File: src/rtdq_pkg.sv
// Package for the range task dispatch queue.
// Holds request and status codes, the entry layout, the sequencer states and the
// match-unit interface types. No dependencies.
package rtdq_pkg;

    localparam int ID_INPUTS   = 4;
    localparam int MATCH_IDS   = 4;
    localparam int MATCH_LIMIT = (MATCH_IDS < ID_INPUTS) ? MATCH_IDS : ID_INPUTS;

    localparam logic [1:0] REQ_PUSH  = 2'd0;
    localparam logic [1:0] REQ_POP   = 2'd1;
    localparam logic [1:0] REQ_MATCH = 2'd2;

    localparam logic [1:0] STATUS_OK    = 2'd0;
    localparam logic [1:0] STATUS_EMPTY = 2'd1;
    localparam logic [1:0] STATUS_FULL  = 2'd2;

    typedef struct packed {
        logic [15:0] handle;
        logic [31:0] next_index;
        logic [31:0] limit;
    } rtdq_entry_t;

    typedef logic [ID_INPUTS-1:0][31:0] rtdq_ids_t;

    typedef struct packed {
        logic        hit;
        logic        last;
        logic [31:0] next_inc;
    } rtdq_eval_t;

    typedef enum logic [2:0] {
        ST_IDLE,
        ST_POP,
        ST_SCAN_RD,
        ST_SCAN_CMP,
        ST_REFILL,
        ST_RESP
    } rtdq_state_t;

endpackage

File: src/rtdq_match_unit.sv
// Shared evaluation unit: compares an entry's next index with the match ids,
// decides whether the entry is on its last index and forms the advanced index.
// Depends on rtdq_pkg.
module rtdq_match_unit
    import rtdq_pkg::*;
(
    input  rtdq_entry_t entry,
    input  rtdq_ids_t   ids,
    input  logic [2:0]  id_count,
    output rtdq_eval_t  result
);

    logic        hit;
    logic [32:0] next_plus;

    always_comb
    begin
        hit = 1'b0;
        for (int j = 0; j < ID_INPUTS; j++)
        begin
            if ((3'(j) < id_count) && (ids[j] == entry.next_index))
            begin
                hit = 1'b1;
            end
        end
    end

    // The last-index test is done without wrap, so a reversed range counts as last.
    assign next_plus       = {1'b0, entry.next_index} + 33'd1;
    assign result.hit      = hit;
    assign result.last     = (next_plus >= {1'b0, entry.limit});
    assign result.next_inc = next_plus[31:0];

endmodule

File: config.mk
export PLATFORM = sky130hd
export DESIGN_NAME = rtdq_match_unit
export DESIGN_NICKNAME = d
export VERILOG_FILES = /design/src/rtdq_pkg.sv /design/src/rtdq_match_unit.sv
export SDC_FILE = /design/constraint.sdc
export NUM_CORES = 1
export LEC_CHECK = 0
export BUFFER_PORTS_ARGS = -buffer_cell sky130_fd_sc_hd__buf_2
export CAP_MARGIN = 25
export CORE_AREA = 4 4 92 94
export DETAILED_ROUTE_END_ITERATION = 16
export DIE_AREA = 0 0 96 98
export PLACE_DENSITY = 0.82
export REMOVE_ABC_BUFFERS = 1
export SLEW_MARGIN = 10
export SYNTH_ARGS = -nofsm -noshare
export SYNTH_HDL_FRONTEND = slang
export SYNTH_SLANG_ARGS = --single-unit
export TNS_END_PERCENT = 50
File: constraint.sdc
create_clock -name vclk -period 12.84
set_input_delay 2.568 -clock vclk [all_inputs]
set_output_delay 2.568 -clock vclk [all_outputs]
set_load 0.02 [all_outputs]
# Word level (Yosys, flattened, before mapping)
# Index checks and enable logic that the tools add are counted.
[word_totals]
ff_bits = 0
in_bits = 211
out_inout_bits = 34
word_cells = 18
[classes]
add_sub_neg = 1
magnitude_cmp = 5
n_eq_ne = 4
n_mux = 4
reduce_logical = 4
[op_table]
columns = ["op", "count"]
rows = [
  ["$eq A32 B32 Y1", 4],
  ["$add A32 B1 Y33 const B", 1],
  ["$ge A33 B32 Y1", 1],
  ["$lt A1 B3 Y1 const A", 2],
  ["$lt A2 B3 Y1 const A", 2],
  ["$logic_and A1 B1 Y1", 4],
  ["$mux W1", 4],
]

# Depth between registers and ports, before layout
# Gate-level depths: netlist (run 1).
[logic_depth]
word_depth = 6
mapped_depth = 15
ltp_nobuf = 14

# Worst setup path after synthesis (run 1)
# No wires, ideal clock.
[synth_path]
kind = "input to output"
startpoint = "input port entry[44] (netlist name)"
endpoint = "output port result[32] (netlist name)"
arrival_time_ns = 5.667
required_ns = 10.272
path_slack_ns = 4.605
path_stages = 14
n_path_buf = 2
path_cell_list = "buf_4 -> and4_4 -> and4_4 -> and2_4 -> and4_4 -> buf_6 -> xor2_1 -> ha_1 -> and4_1 -> nand4_1 -> or3_1 -> o41ai_1 -> nor2_1 -> o221ai_1"
[synth_rtl]
columns = ["item", "line", "rtl"]
rows = [
  ["from (decl)", "rtdq_match_unit.sv:7", "input rtdq_entry_t entry,"],
  ["to (decl)", "rtdq_match_unit.sv:10", "output rtdq_eval_t result"],
]

==> results of run 1 <==
cells by family (layout without fill, tap and decap cells):
kind of cell | Yosys count | after routing | synth area share [%]
xor+xnor | 158 | 158 | 46.2
fa+ha+maj | 33 | 33 | 13.8
simple gates | 113 | 113 | 22.7
compound gates | 25 | 25 | 6.18
buf+inv | 68 | 263 | 11.2
worst max-delay path, cell delays in order:
cell and delay, ps:
buf_2 280, ha_1 270, nand4_1 180, nor2_1 180, and2_4 190, and4_4 280, xor2_1 100, ha_1 300
and4_1 220, nand4_1 120, or3_1 360, o41ai_1 370, nor2_1 70, o221ai_1 200, buf_2 200
Yosys cell counts (all sizes together):
master,n
a211o,1
a211oi,1
a21o,5
a21oi,6
a221o,1
a221oi,3
a311o,1
and2,5
and3,5
and4,7
buf,34
ha,33
inv,34
nand2,12
nand3,19
nand4,33
nor2,7
nor2b,2
nor3,5
nor4,15
o2111ai,1
o211ai,1
o21ai,3
o221ai,1
o41ai,1
or3,2
or4,1
xnor2,119
xor2,39
power by group:
group	leakage [nW]	total, mW	switching (mW)	internal (mW)
logic	1.98	0.139	0.0737	0.0655
clock network	0	0	0	0
registers	0	0	0	0
total	1.98	0.139	0.0737	0.0655
layer usage:
| layer | share of wire [%] | global-route usage (%) | routed length [µm] |
|---|---|---|---|
| met1 | 37 | 30.2 | 4750 |
| met4 | 1.4 | 4.92 | 180 |
| met3 | 9.1 | 3.78 | 1150 |
| met5 | 0.10 | 0 | 13 |
| met2 | 52 | 48.2 | 6630 |
cells in the final DEF (no fill, tap or decap):
cell,n
a221o_1,1
nor3_1,4
nor4_1,15
o221ai_1,1
or3_1,2
a21oi_1,6
or4_1,1
and3_1,5
nand2_1,12
and2_4,1
and2_2,1
nand4_1,33
nor3_2,1
and4_4,3
a221oi_2,1
nor2_1,7
and4_1,4
o211ai_1,1
xor2_1,39
a211oi_1,1
nor2b_1,2
o21ai_0,3
o2111ai_1,1
nand3_1,16
xnor2_1,119
and2_1,3
buf_2,229
inv_1,34
a221oi_1,2
a211o_1,1
nand3_2,3
a311o_1,1
o41ai_1,1
a21o_1,5
ha_1,33
path summary, 6_finish.rpt:
check / start / endpoint / slack (ps)
worst max-delay path: entry[32] / result[32] / 4370
worst min-delay path: entry[32] / result[0] / 5590
area by class of cell:
class	instances	area [µm²]	share of cell area, %
multi-input cells	329	2660	65.5
well taps	102	128	3.14
inverters	34	128	3.14
repair buffers	229	1150	28.2
==> results.md, run 1 <==
- Status: finished, final reports clean
- First-pass GRT wire length: 18,700 µm
- Worst hold path type: primary input to primary output
- Max-Cap Viols: 0
- Post-Syn Area: 3000 µm²
- RSZ-0062 raised after global routing: false
- Area Growth Syn to Fin: 35.5%
- Share of post-route cells with drive strength above 1: 40.4%
- Antenna fix cells: 0
- Vias: 3,617
- DRC Markers: 0
- Setup WS pre-CTS: 4420 ps
- Core outline area: 7650 µm²
- Syn Inst Count: 397
- Die width: 96 µm
- Initial Util: 39.2%
- CLK BUF: 0
- # rows: 32
- Endpoints failing setup: 0
- Hold path depth: 3
- Fillers: 753
- Minimum clock period: 8470 ps
- DR vias/cell: 5.21
- Util after Layout: 53.1%
- Die area: 9410 µm²
- Syn. warnings: 0
- GRT Overall Usage: 25.7%
- Post-DP HPWL: 11,400 µm
- Vias in the first global route: 3,708
- Hold WS: 5590 ps
- Cells after DPL: 694
- Final Hold Fails: 0
- GRT overflow: 0
- Sequential Area: 0 µm²
- CTS-repair resized insts: 0
- Final setup TNS: 0 ps
- I/O pin total: 245
- Nets: 838
- Final instance area: 4060 µm²
- Sequential area share after synthesis: 0%
- Final ANT Viol Nets: 0
- Final worst slack: 4370 ps
- Final wirelength: 12,700 µm
- Cell type with the largest total area after synthesis: xnor2_1
- DR WL/cell: 18.3 µm
- Die Height: 98 µm
- Final RePlAce weighted congestion: 0.925
- Initial antenna violation count: 1
- F_max: 0.118 GHz
- Largest net degree at the start of global routing: 10
- Slew headroom: 59.6%
- Non-Filler Instances: 694
- CP max FO: 9
- Max-slew violation count: 0
- CP Class: primary input to primary output
- Drt first pass iters: 4
- CP Data Required Time: 10,270 ps
- I/O Buffers: 229
- Setup bufs post-CTS: 0
- Worst Tran Pin Value: 601 ps
- # hold bufs at CTS: 0
- CP arrival: 5900 ps
- IR drop worst, VDD: 0.0220 mV
- Pwr dens: 34.3 nW/µm²
- CP Capture Type: primary output
- Seq Cell Count: 0
- Top cell type's share of synthesized area: 34.8%
- Pleak: 1.98 nW
- Placed cell area: 4060 µm²
- Synth area leaders: xnor2_1 35%, ha_1 14%, xor2_1 11%, nand4_1 6.9%, inv_1 4.3%
- Tcrit/Tclk final: 65.9%
- Initial DRC count: 176
- CP startpoint kind: primary input
- Post-synth cell types: 37
- Syn_area_per_cell: 7.55 µm²
- Power consumption: 139 µW
(Power assumes the default switching activity.)
==> run 2, diff against run 1 <==
- ABC_AREA: default -> 1
- CORE_AREA: 4 4 92 94 -> default
- CORE_ASPECT_RATIO: default -> 0.75
- CORE_MARGIN: default -> 4
- CORE_UTILIZATION: default -> 46
- DIE_AREA: 0 0 96 98 -> default
- PLACE_DENSITY: 0.82 -> 0.87
- clock period: 12.84 -> 8.6 ns (I/O delays scaled with it)
==> results.md, run 2 <==
- Status: finished, final reports clean
- Sequential area share after synthesis: 0% (unchanged)
- DR vias/cell: 4.98 (-4.4%)
- Largest net degree at the start of global routing: 10 (unchanged)
- Initial Util: 47.9% (+8.7 points)
- # hold bufs at CTS: 0 (unchanged)
- Final worst slack: 2520 ps (-1850 ps)
- Tcrit/Tclk final: 70.7%
- Final Hold Fails: 0 (unchanged)
- GRT Overall Usage: 31.3% (+5.6 points)
- CLK BUF: 0 (unchanged)
- CP arrival: 4360 ps (-1540 ps)
- Routed wl met2: 7050 µm (+6.3%)
- Minimum clock period: 6080 ps
- Pwr dens: 47.5 nW/µm² (+39%)
- CTS-repair resized insts: 0 (unchanged)
- Synth cell count leaders: 280 x nand2_1, 142 x inv_1, 98 x nor2_1, 46 x xor2_1, 40 x o21ai_0
- Util after Layout: 62.8% (+9.7 points)
- Switching Fraction: 60.8% (+7.8 points)
- Internal Power: 93.8 µW (+43%)
- Hold path depth: 3 (unchanged)
- Most common cell after layout, fill and taps aside: nand2_1
- Core outline area: 8020 µm² (+4.9%)
- Final instance area: 5040 µm² (+24%)
- Commonest non-fill, non-tap cells in the layout: 280 x nand2_1, 229 x buf_2, 142 x inv_1, 98 x nor2_1, 46 x xor2_1
- Synth area leaders: nand2_1 27%, inv_1 14%, ha_1 11%, xor2_1 10%, nor2_1 9.6%
- Count leader, synth: nand2_1
- Worst hold path type: primary input to primary output
- Die Height: 87.2 µm (-11%)
- Power consumption: 239 µW (+72%)
- I/O pin total: 245 (unchanged)
- Non-Filler Instances: 1,087 (+57%)
- F_max: 0.165 GHz
- Setup WS pre-CTS: 2560 ps (-1860 ps)
- Top cell type's share of synthesized area: 27.3% (-7.4 points)
- Vias in the first global route: 4,778 (+29%)
- # rows: 28 (-13%)
- Slew headroom: 68.3% (+8.7 points)
- DR WL/cell: 15.2 µm (-17%)
- Vias: 5,417 (+50%)
- Antenna fix cells: 0 (unchanged)
- Max-slew violation count: 0 (unchanged)
- Sequential Area: 0 µm² (unchanged)
- Final wirelength: 16,600 µm (+30%)
- Die area: 9900 µm² (+5.3%)
- Power share of the combinational group: 100.0% (about the same)
- Max-Cap Viols: 0 (unchanged)
- Area Growth Syn to Fin: 31.0%
- Syn_area_per_cell: 5.00 µm² (-34%)
- Reg power frac: 0% (unchanged)
- Top layer in use: met5
- Pleak: 3.17 nW (+60%)
- Endpoints failing setup: 0 (unchanged)
- P_sw: 145 µW (+97%)
- Worst hold endpoint: result[13]
- Met1 wire length: 6940 µm (+46%)
- DRC Markers: 0 (unchanged)
- Setup bufs post-CTS: 0 (unchanged)
- Nets: 1,228 (+47%)
- Seq Cell Count: 0 (unchanged)
- Clock share of power: 0% (unchanged)
- Post-synth cell types: 29 (-22%)
- Drt first pass iters: 5 (+1)
- Fillers: 871 (+16%)
- Min-delay src: entry[45]
- Cell type with the largest total area after synthesis: nand2_1
- IR drop worst, VDD: 0.0319 mV (+45%)
- CP max FO: 7 (-2)
- CP Capture Type: primary output
- Worst Tran Pin Value: 472 ps (-129 ps)
- Share of post-route cells with drive strength above 1: 26.0% (-14 points)
- Syn. warnings: 0 (unchanged)
- Post-DP HPWL: 14,400 µm (+27%)
- Wire length on met3: 2340 µm (+100%)
- First-pass GRT wire length: 24,400 µm (+31%)
- Syn Inst Count: 770 (+94%)
- Post-Syn Area: 3850 µm² (+28%)
- Initial DRC count: 441 (+150%)
- GRT overflow: 0 (unchanged)
- Final ANT Viol Nets: 0 (unchanged)
- Hold WS: 3890 ps (-1700 ps)
- CP Class: primary input to primary output
- CP Data Required Time: 6880 ps (-3390 ps)
- Initial antenna violation count: 1 (unchanged)
- RSZ-0062 raised after global routing: false
- Placed cell area: 5040 µm² (+24%)
- Final RePlAce weighted congestion: 0.955 (+3.3%)
- CP startpoint kind: primary input
- Die width: 114 µm (+18%)
- CP Launch Point: entry[32]
- Cells after DPL: 1,087 (+57%)
- I/O Buffers: 229 (unchanged)
- Final setup TNS: 0 ps (unchanged)
[run 2: cell types whose count changed in the layout (fill, tap and decap cells not counted), moves of 6 or more]
cell	delta
xnor2_1	-93
o21ai_0	+37
nor4_1	-14
xor2_1	+7
nor3_1	+6
nand4_1	-25
nand2_1	+268
nor2_1	+91
a21oi_1	+11
inv_1	+108
[run 2: kinds of logic (layout without fill, tap and decap cells)]
group / count (synthesis) / after routing / share of synthesized area [%]
xor gates and xnor gates: 72 / 72 / 16.4
adders and majority gates: 33 / 33 / 10.7
and+or+nand+nor: 440 / 440 / 48.0
AOI/OAI and AO/OA: 62 / 62 / 8.39
buffers and inverters: 163 / 375 / 16.5
[run 2: critical path, cell delays in order]
cell      delay, ps
buf_2           200
ha_1            220
nand2_1         120
nor2_4          200
nand2_4         100
nor3_2          240
nand2_1          90
xor2_1          180
ha_1            310
nand2_1          50
inv_1            90
nand3_1          70
nor3_1          240
nand3b_2        130
a21oi_1         130
nor2_1           50
nand2_1          50
buf_2           150
[run 2: worst max-delay path by stage]
stage | endpoint | slack [ps] | cells past startpoint
2_1_floorplan | result[32] | 2950 | 16
5_1_grt | result[32] | 2260 | 18
4_1_cts | result[32] | 2540 | 18
3_5_place_dp | result[32] | 2560 | 18
6_report | result[32] | 2520 | 18
3_3_place_gp | result[32] | 2580 | 18
[run 2: layer usage]
metal | GRT usage [%] | vias to the layer above
met5 | 0 | -
met4 | 3.49 | 2
met3 | 7.64 | 30
met2 | 51.2 | 323
met1 | 42.9 | 2325
li1 | - | 2737
[run 2: final cells by class]
type	instances	area, µm²	area share, %
Timing Repair Buffer	229	1150	22.7
Multi-Input combinational cell	607	3210	63.8
Inverter	146	548	10.9
Tap cell	105	131	2.61
[run 2: power by group through the flow]
stage                     sequential [mW]  combinational, mW  clock, mW
after floorplan                         0              0.126          0
after global placement                  0              0.231          0
after detailed placement                0              0.234          0
after CTS                               0              0.235          0
after global routing                    0              0.265          0
final                                   0              0.239          0
==> run 3, diff against run 2 <==
- ABC_AREA: 1 -> 0
- CORE_UTILIZATION: 46 -> 42
- clock period: 8.6 -> 5.98 ns (I/O delays scaled with it)
==> results.md, run 3 (synthesized netlist as in run 1, its figures left out) <==
- Area Growth Syn to Fin: 36.4%
- CTS-repair resized insts: 0 (unchanged)
- Most common cell after layout, fill and taps aside: buf_2
- Die area: 8570 µm² (-13%)
- Status: finished, final reports clean
- Share of post-route cells with drive strength above 1: 40.8% (+15 points)
- Final Hold Fails: 0 (unchanged)
- Slowest cell on the critical path: o41ai_1
- Vias in the first global route: 3,679 (-23%)
- Reg power frac: 0% (unchanged)
- Nets: 842 (-31%)
- Initial Util: 43.7% (-4.3 points)
- Die width: 106 µm (-7.1%)
- Final RePlAce weighted congestion: 0.864 (-9.6%)
- Min-delay src: entry[34]
- GRT overflow: 0 (unchanged)
- CP arrival: 4350 ps (about the same)
- Seq Cell Count: 0 (unchanged)
- Drt first pass iters: 4 (-1)
- Commonest non-fill, non-tap cells in the layout: 229 x buf_2, 119 x xnor2_1, 39 x xor2_1, 34 x inv_1
- Slowest cell delay on critical path: 380 ps (+70 ps)
- F_max: 0.180 GHz
- Final setup TNS: 0 ps (unchanged)
- DRC Markers: 0 (unchanged)
- First-pass GRT wire length: 18,500 µm (-24%)
- Max-Cap Viols: 0 (unchanged)
- Non-Filler Instances: 694 (-36%)
- Tcrit/Tclk final: 92.8%
- Pwr dens: 74.4 nW/µm² (+57%)
- GRT Overall Usage: 27.3% (-3.9 points)
- CLK BUF: 0 (unchanged)
- DR vias/cell: 5.28 (+5.9%)
- Slew headroom: 63.6% (-4.8 points)
- Worst Tran Pin Value: 542 ps (+70.1 ps)
- CP max FO: 7 (unchanged)
- Post-DP HPWL: 11,400 µm (-21%)
- Antenna fix cells: 0 (unchanged)
- Core outline area: 6860 µm² (-14%)
- Pleak: 2.00 nW (-37%)
- # rows: 26 (-7.1%)
- Cells after DPL: 694 (-36%)
- Internal Power: 142 µW (+52%)
- Endpoints failing setup: 0 (unchanged)
- Clock share of power: 0% (unchanged)
- Die Height: 81.2 µm (-6.9%)
- DR WL/cell: 18.5 µm (+21%)
- Minimum clock period: 5550 ps
- CP Capture Type: primary output
- Sequential Area: 0 µm² (unchanged)
- RSZ-0062 raised after global routing: false
- Initial antenna violation count: 0 (-1)
- Final ANT Viol Nets: 0 (unchanged)
- Hold WS: 2850 ps (-1040 ps)
- I/O pin total: 245 (unchanged)
- IR drop worst, VDD: 0.0603 mV (+89%)
- Initial DRC count: 269 (-39%)
- CP startpoint kind: primary input
- Power consumption: 304 µW (+27%)
- Largest net degree at the start of global routing: 10 (unchanged)
- CP Launch Point: entry[44]
- Setup bufs post-CTS: 0 (unchanged)
- Fillers: 641 (-26%)
- Worst hold path type: primary input to primary output
- # hold bufs at CTS: 0 (unchanged)
- CP Data Required Time: 4780 ps (-2100 ps)
- Crit-path cells: buf_2, and4_4, and4_4, and2_4, and4_4, xor2_1, ha_1, and4_1, nand4_1, or3_1, o41ai_1, nor2_1, o221ai_1, buf_2
- I/O Buffers: 229 (unchanged)
- Most frequent cell on the critical path: and4_4
- Switching Fraction: 53.1% (-7.6 points)
- Worst setup endpoint: result[32]
- Final wirelength: 12,800 µm (-22%)
- Power share of the combinational group: 100.0% (about the same)
- CP Class: primary input to primary output
- Max-slew violation count: 0 (unchanged)
- Vias: 3,664 (-32%)
- P_sw: 161 µW (+11%)
[run 3: power groups by stage]
stage / Combinational, mW / Sequential [mW] / Clock [mW]
floorplan: 0.150 / 0 / 0
global placement: 0.289 / 0 / 0
detailed placement: 0.301 / 0 / 0
CTS: 0.302 / 0 / 0
global route: 0.329 / 0 / 0
finish: 0.304 / 0 / 0
[run 3: area by class of cell]
cell class	count	area [µm²]	share of cell area [%]
Multi-Input combinational cell	329	2660	65.1
Timing Repair Buffer	233	1180	28.8
Inverter	34	128	3.12
Tap cell	98	123	3.00
[run 3: worst min path at each step]
stage,to,cells after the start
after floorplan,result[0],1
after global placement,result[2],3
after detailed placement,result[2],3
after CTS,result[2],3
after global routing,result[2],3
final,result[2],3
[run 3: stage by stage]
stage | setup slack [ps] | instance area, µm² | utilization [%]
floorplan | 653 | 2790 | -
global placement | 521 | 4090 | 59.6
detailed placement | 490 | 4090 | 59.6
CTS | 480 | 4090 | 59.6
global route | 301 | 4090 | 59.6
finish | 430 | 4090 | 59.6
[run 3: worst max-delay path, delay by kind of cell]
kind                     cells  cell delay (ps)
AND/OR/NAND/NOR              8             1720
AO/OA/AOI/OAI                2              580
buffers and inverters        2              450
adder cells (fa/ha/maj)      1              300
XOR/XNOR                     1               90
[run 3: per-layer routing]
| layer | track usage [%] | vias to the layer above | wire length, µm |
|---|---|---|---|
| met4 | 5.82 | 0 | 247 |
| met1 | 33.6 | 1675 | 4860 |
| met2 | 50.7 | 216 | 6390 |
| li1 | - | 1751 | - |
| met3 | 4.37 | 22 | 1340 |
| met5 | 0 | - | 0 |
